File: config.mk
export PLATFORM = sky130hd
export DESIGN_NAME = pva_ctrl
export DESIGN_NICKNAME = d
export VERILOG_FILES = /design/src/hdl/pva_pkg.sv /design/src/hdl/pva_ctrl.sv
export SDC_FILE = /design/constraint.sdc
export NUM_CORES = 1
export LEC_CHECK = 0
export BUFFER_PORTS_ARGS = -buffer_cell sky130_fd_sc_hd__buf_4
export CORE_AREA = 2 2 39 41
export DETAILED_ROUTE_END_ITERATION = 10
export DIE_AREA = 0 0 41 43
export GPL_ROUTABILITY_DRIVEN = 1
export RECOVER_POWER = 50
export REMOVE_ABC_BUFFERS = 1
export SYNTH_ARGS = -nofsm -noshare
export SYNTH_HDL_FRONTEND = slang
export SYNTH_SLANG_ARGS = --single-unit
File: constraint.sdc
create_clock -name clock -period 3.1 [get_ports clock]
set_clock_uncertainty 0.15 [all_clocks]
set_input_delay 0.465 -clock clock [delete_from_list [all_inputs] [get_ports clock]]
set_output_delay 0.465 -clock clock [all_outputs]
set_load 0.01 [all_outputs]
File: src/hdl/pva_pkg.sv
// Shared types, constants and codes of the power vote aggregator.
package pva_pkg;

   localparam int NumTypesDefault = 32;
   localparam logic [15:0] SleepCeil = 16'hFFFF;
   localparam logic [15:0] SleepReset = 16'd1000;
   localparam logic [5:0] DtimReset = 6'd10;
   localparam logic [48:0] DeadlineInf = {49{1'b1}};
   localparam logic [31:0] WakeMax = 32'hFFFF_FFFF;

   typedef enum logic [2:0] {
      ACT_PROGRAM    = 3'd0,
      ACT_REGISTER   = 3'd1,
      ACT_UNREGISTER = 3'd2,
      ACT_QUERY      = 3'd3,
      ACT_TICK       = 3'd4,
      ACT_ENFORCE    = 3'd5,
      ACT_RESTORE    = 3'd6,
      ACT_NONE       = 3'd7
   } action_type;

   typedef struct packed {
      logic [2:0]  action;
      logic [4:0]  type_index;
      logic [47:0] now_ms;
      logic [15:0] sleep_ms;
      logic [5:0]  dtim_value;
      logic [31:0] hold_ms;
      logic        never_expires;
      logic [7:0]  max_count;
   } req_type;

   typedef struct packed {
      logic        status;
      logic        registered;
      logic        applied;
      logic [15:0] cpu_sleep_ms;
      logic [5:0]  wifi_dtim;
      logic [31:0] next_wake_ms;
   } rsp_type;

   // Controller to datapath commands.
   typedef struct packed {
      logic capture;   // latch the item
      logic update;    // apply the per-entry action
      logic scan_clr;  // reset minima accumulators
      logic scan_en;   // fold one entry into the minima
      logic finish;    // commit chosen and driven values
      logic emit;      // present the result
   } pva_cmd_type;

   typedef struct packed {
      logic scan_last;
      logic do_eval;
   } pva_sts_type;

endpackage

File: src/hdl/pva_ctrl.sv
// Controller: sequences capture, update, entry scan, commit and result.
module pva_ctrl
   import pva_pkg::*;
(
   input  logic        clock,
   input  logic        reset,
   input  logic        start,
   output logic        busy,
   output logic        done,
   input  pva_sts_type sts,
   output pva_cmd_type cmd
);
   typedef enum logic [2:0] {
      ST_IDLE, ST_UPDATE, ST_CLEAR, ST_SCAN, ST_FINISH, ST_EMIT
   } state_type;

   state_type state_ff;
   logic      done_ff;

   assign busy = state_ff != ST_IDLE;
   assign done = done_ff;

   always_comb begin
      cmd = '0;
      cmd.capture  = state_ff == ST_IDLE && start;
      cmd.update   = state_ff == ST_UPDATE;
      cmd.scan_clr = state_ff == ST_CLEAR;
      cmd.scan_en  = state_ff == ST_SCAN;
      // Only actions that evaluate commit the scanned minima.
      cmd.finish   = state_ff == ST_FINISH && sts.do_eval;
      cmd.emit     = state_ff == ST_EMIT;
   end

   always_ff @(posedge clock) begin
      if (reset) begin
         state_ff <= ST_IDLE;
         done_ff  <= 1'b0;
      end else begin
         done_ff <= 1'b0;
         unique case (state_ff)
            ST_IDLE:   if (start) state_ff <= ST_UPDATE;
            ST_UPDATE: state_ff <= ST_CLEAR;
            ST_CLEAR:  state_ff <= ST_SCAN;
            ST_SCAN:   if (sts.scan_last) state_ff <= ST_FINISH;
            ST_FINISH: state_ff <= ST_EMIT;
            ST_EMIT: begin
               state_ff <= ST_IDLE;
               done_ff  <= 1'b1;
            end
            default:   state_ff <= ST_IDLE;
         endcase
      end
   end
endmodule

Word-level counts from Yosys, hierarchy flattened. Index checks and enable logic that the tools add are counted. Widths: inputs -> output; s select.

Flip-flop bits (word level): 4. Word-level logic and storage cells: 18. Bits of input ports: 5. Output and inout bits: 8.

Equality and inequality tests: 7. Reductions and logical operators: 5. Multiplexer cells: 4.

Operator list (count): $pmux 3 s5 (1); $eq 3x2->1 const B (2); $eq 3x3->1 const B (2); $mux 3 (2); $ne 2x2->1 const B (2); $eq 3x1->1 const B (1); $logic_not 3->1 (1); $reduce_bool 3->1 (1); $logic_and 1x1->1 (2); $reduce_and 2->1 (1); $mux 1 (1).

Logic depth before layout (Yosys ltp).
Depth after elaboration: 3. Mapped depth: 3. Gate-level depth less buffers: 2.

Worst setup path after synthesis. Ideal clock, no wire load.

Kind: flip-flop to output port. From: reg state_ff[2]. To: out cmd[5] (netlist bit). Setup slack: 1493 ps. Required time: 2485 ps. Data arrival time: 992 ps. Path buffers: 1. Stages on the path, launching flop included: 4. Path through: dfxtp_1 buf_4 or3_4 nor2_1.

RTL lines: start, declared (line pva_ctrl.sv:17) `state_type state_ff;`; start signal, assigned (line pva_ctrl.sv:36) `state_ff <= ST_IDLE;`; start signal, assigned (line pva_ctrl.sv:41) `ST_IDLE: if (start) state_ff <= ST_UPDATE;`; start signal, assigned (line pva_ctrl.sv:42) `ST_UPDATE: state_ff <= ST_CLEAR;`; end, declared (line pva_ctrl.sv:11) `output pva_cmd_type cmd`.

==> results.sh <==
export IMPL_fin_crit_sh=0.595
export IMPL_power_switching_uw=36.7
export IMPL_synthCells=26
export IMPL_chipHeight_um=43
export IMPL_drtIter0Drc=1
export IMPL_insertion_delay_ns=0.22
export IMPL_hold_class="in2reg"
export IMPL_grt_pass1_wl_um=786
export IMPL_gp_congestion=0.683
export IMPL_clock_sinks=4
export IMPL_cp_slowest_cell="or3_4"
export IMPL_synth_area_leaders="dfxtp_1, nor3b_1, and4bb_2"
export IMPL_synth_area_um2=238
export IMPL_grt_max_degree=13
export IMPL_port_buffers=12
export IMPL_worstMarginPinSlew_ns=0.318
export IMPL_core_rowCount=14
export IMPL_yosysSeqAreaShare=0.337
export IMPL_crit_family="simple AND/OR/NAND/NOR gates"
export IMPL_synth_top_area_share=0.337
export IMPL_overflow=0
export IMPL_cts_root_buf="clkbuf_4"
export IMPL_wirelength_um=467
export IMPL_power_frac_seq=0.399
export IMPL_grt_pass1_vias=189
export IMPL_finalMaxSlewViolations=0
export IMPL_placed_area_um2=324
export IMPL_whs_ns=0.277
export IMPL_die_x_um=41
export IMPL_drcViolationCount=0
export IMPL_cp_required_ns=2.48
export IMPL_p_leak_uw=0.000148
export IMPL_htreeDepth=1
export IMPL_period_needed_ns=1.84
export IMPL_relSlewSlack=0.788
export IMPL_rsz0062_at_grt="false"
export IMPL_power_density_nw_per_um2=456
export IMPL_fmax_ghz=0.542
export IMPL_area_growth_pct=42.6
export IMPL_cts_resized=0
export IMPL_synth_area_leader_cell="dfxtp_1"
export IMPL_p_int_uw=118
export IMPL_setup_viol=0
export IMPL_coreArea_um2=1380
export IMPL_synth_area_per_cell_um2=9.14
export IMPL_num_fill_cells=170
export IMPL_hold_violations=0
export IMPL_layout_drive_gt1_share=0.447
export IMPL_reg2reg_slack_ns=1.88
export IMPL_io_pins=13
export IMPL_worstPathMaxFanout=11
export IMPL_grt_util_met2=0.0844
export IMPL_viasPerCell=4.31
export IMPL_grtUsageTotal=0.0652
export IMPL_gr_usage_met3=0.0366
export IMPL_slowest_delay_ns=0.40
export IMPL_postRouteAntennaNets=0
export IMPL_ctsHoldBuffers=0
export IMPL_fin_nets=45
export IMPL_diodes=0
export IMPL_crit_chain="or3_4 -> nor2_1 -> buf_4"
export IMPL_yosys_warnings=0
export IMPL_cts_buffers=3
export IMPL_p_clk_frac=0.388
export IMPL_vdd_drop_max_mv=0.153
export IMPL_first_pass_iters=2
export IMPL_swShare=0.237
export IMPL_status="finished clean"
export IMPL_tns_ns=0
export IMPL_antenna_found_initial=0
export IMPL_start_kind="flop"
export IMPL_post_cts_buffers=0
export IMPL_yosysUniqueCellTypes=19
export IMPL_drt_wirelength_per_cell_um=8.65
export IMPL_grt_busiest_layer="met2"
export IMPL_ys_seq_elements=4
export IMPL_crit_buf_inv=1
export IMPL_cts_tree="built"
export IMPL_max_cap_viol_count=0
export IMPL_vias=233
export IMPL_grt_util_met1=0.0801
export IMPL_worstPathArrival_ns=1.23
export IMPL_crit_type="reg2out"
export IMPL_dieArea_um2=1760
export IMPL_end_kind="output pin"
export IMPL_clkTransAtPathRegs_ns=0.04
export IMPL_design_area_um2=339
export IMPL_power_frac_comb=0.212
export IMPL_clk_path_buf_depth=2
export IMPL_start_util=0.172
==> flip-flops by register name, summed over array words and instances, names as in the netlist <==
signal,cells
done,1
state_ff,3
==> synthesized netlist by cell type <==
| cell type | n |
|---|---|
| a21oi_1 | 2 |
| nor2_1 | 2 |
| nor3_1 | 1 |
| clkbuf_2 | 1 |
| or3_4 | 1 |
| and3_2 | 1 |
| and3b_2 | 1 |
| buf_6 | 1 |
| inv_1 | 2 |
| nor2b_1 | 1 |
| a221o_1 | 1 |
| nand4b_1 | 1 |
| or3b_1 | 1 |
| o21bai_1 | 1 |
| nor4_1 | 1 |
| dfxtp_1 | 4 |
| nor3b_1 | 2 |
| and4bb_2 | 1 |
| buf_4 | 1 |
==> power groups by stage <==
stage / Combinational [uW] / Sequential [uW] / Clock [uW]
2_1_floorplan: 18.1 / 60.8 / 0
4_1_cts: 34.5 / 62.0 / 62.7
3_3_place_gp: 34.1 / 62.7 / 0
5_1_grt: 36.2 / 63.4 / 67.4
6_report: 32.9 / 61.8 / 60.1
3_5_place_dp: 34.5 / 62.8 / 0
==> worst register-to-register path: cells and delay by family, from the launching register on <==
| kind | cells | cell delay (ns) |
|---|---|---|
| AO/OA/AOI/OAI | 1 | 0.12 |
| AND/OR/NAND/NOR | 1 | 0.39 |
| flip-flops | 1 | 0.50 |
==> per-stage QoR <==
step	utilization	setup WS (ns)	power (uW)	std cells
3_3_place_gp	0.234	1.49	96.8	51
2_1_floorplan	-	1.54	78.9	23
4_1_cts	0.250	1.25	159	54
5_1_grt	0.245	1.17	167	54
3_5_place_dp	0.234	1.49	97.3	51
6_report	0.245	1.26	155	54
==> cells in the final DEF (no fill, tap or decap) <==
cell type and instances:
buf_4 10, dfxtp_1 4, clkbuf_4 3, inv_1 2
nor3b_1 2, nor2_1 2, a21oi_1 2, clkbuf_1 2
or3_4 1, nor3_1 1, and4bb_2 1, and3b_2 1
o21bai_1 1, a221o_1 1, or3b_1 1, nand4b_1 1
nor2b_1 1, and3_2 1, nor4_1 1
==> cells by family (layout without fill, tap and decap cells) <==
family                 Yosys count  after routing  share of synthesized area
AOI/OAI and AO/OA                4              4                      0.116
buffers and inverters            5             17                      0.132
DFF                              4              4                      0.337
and+or+nand+nor                 13             13                      0.416
==> metal layers <==
layer / up-vias / routed length, um
met5: - / 0
met4: 0 / 0
met3: 0 / 29
met2: 5 / 240
met1: 111 / 197
li1: 117 / -
==> final cells by class <==
class,instances,area [um2],share of cell area
Tap cell,16,20.0,0.0590
Sequential cell,4,80.1,0.236
Multi-Input combinational cell,17,126,0.373
Clock buffer,3,22.5,0.0664
Timing Repair Buffer,12,82.6,0.244
Inverter,2,7.51,0.0221
==> final timing paths <==
kind | start | end | cells past startpoint
setup / recovery | state_ff[2] | cmd[5] | 3
hold / removal | reset | state_ff[2] | 2
setup reg to reg | state_ff[2] | state_ff[2] | 2
hold reg to reg | state_ff[1] | state_ff[0] | 2
No activity file was read; power rests on OpenSTA's default activity.
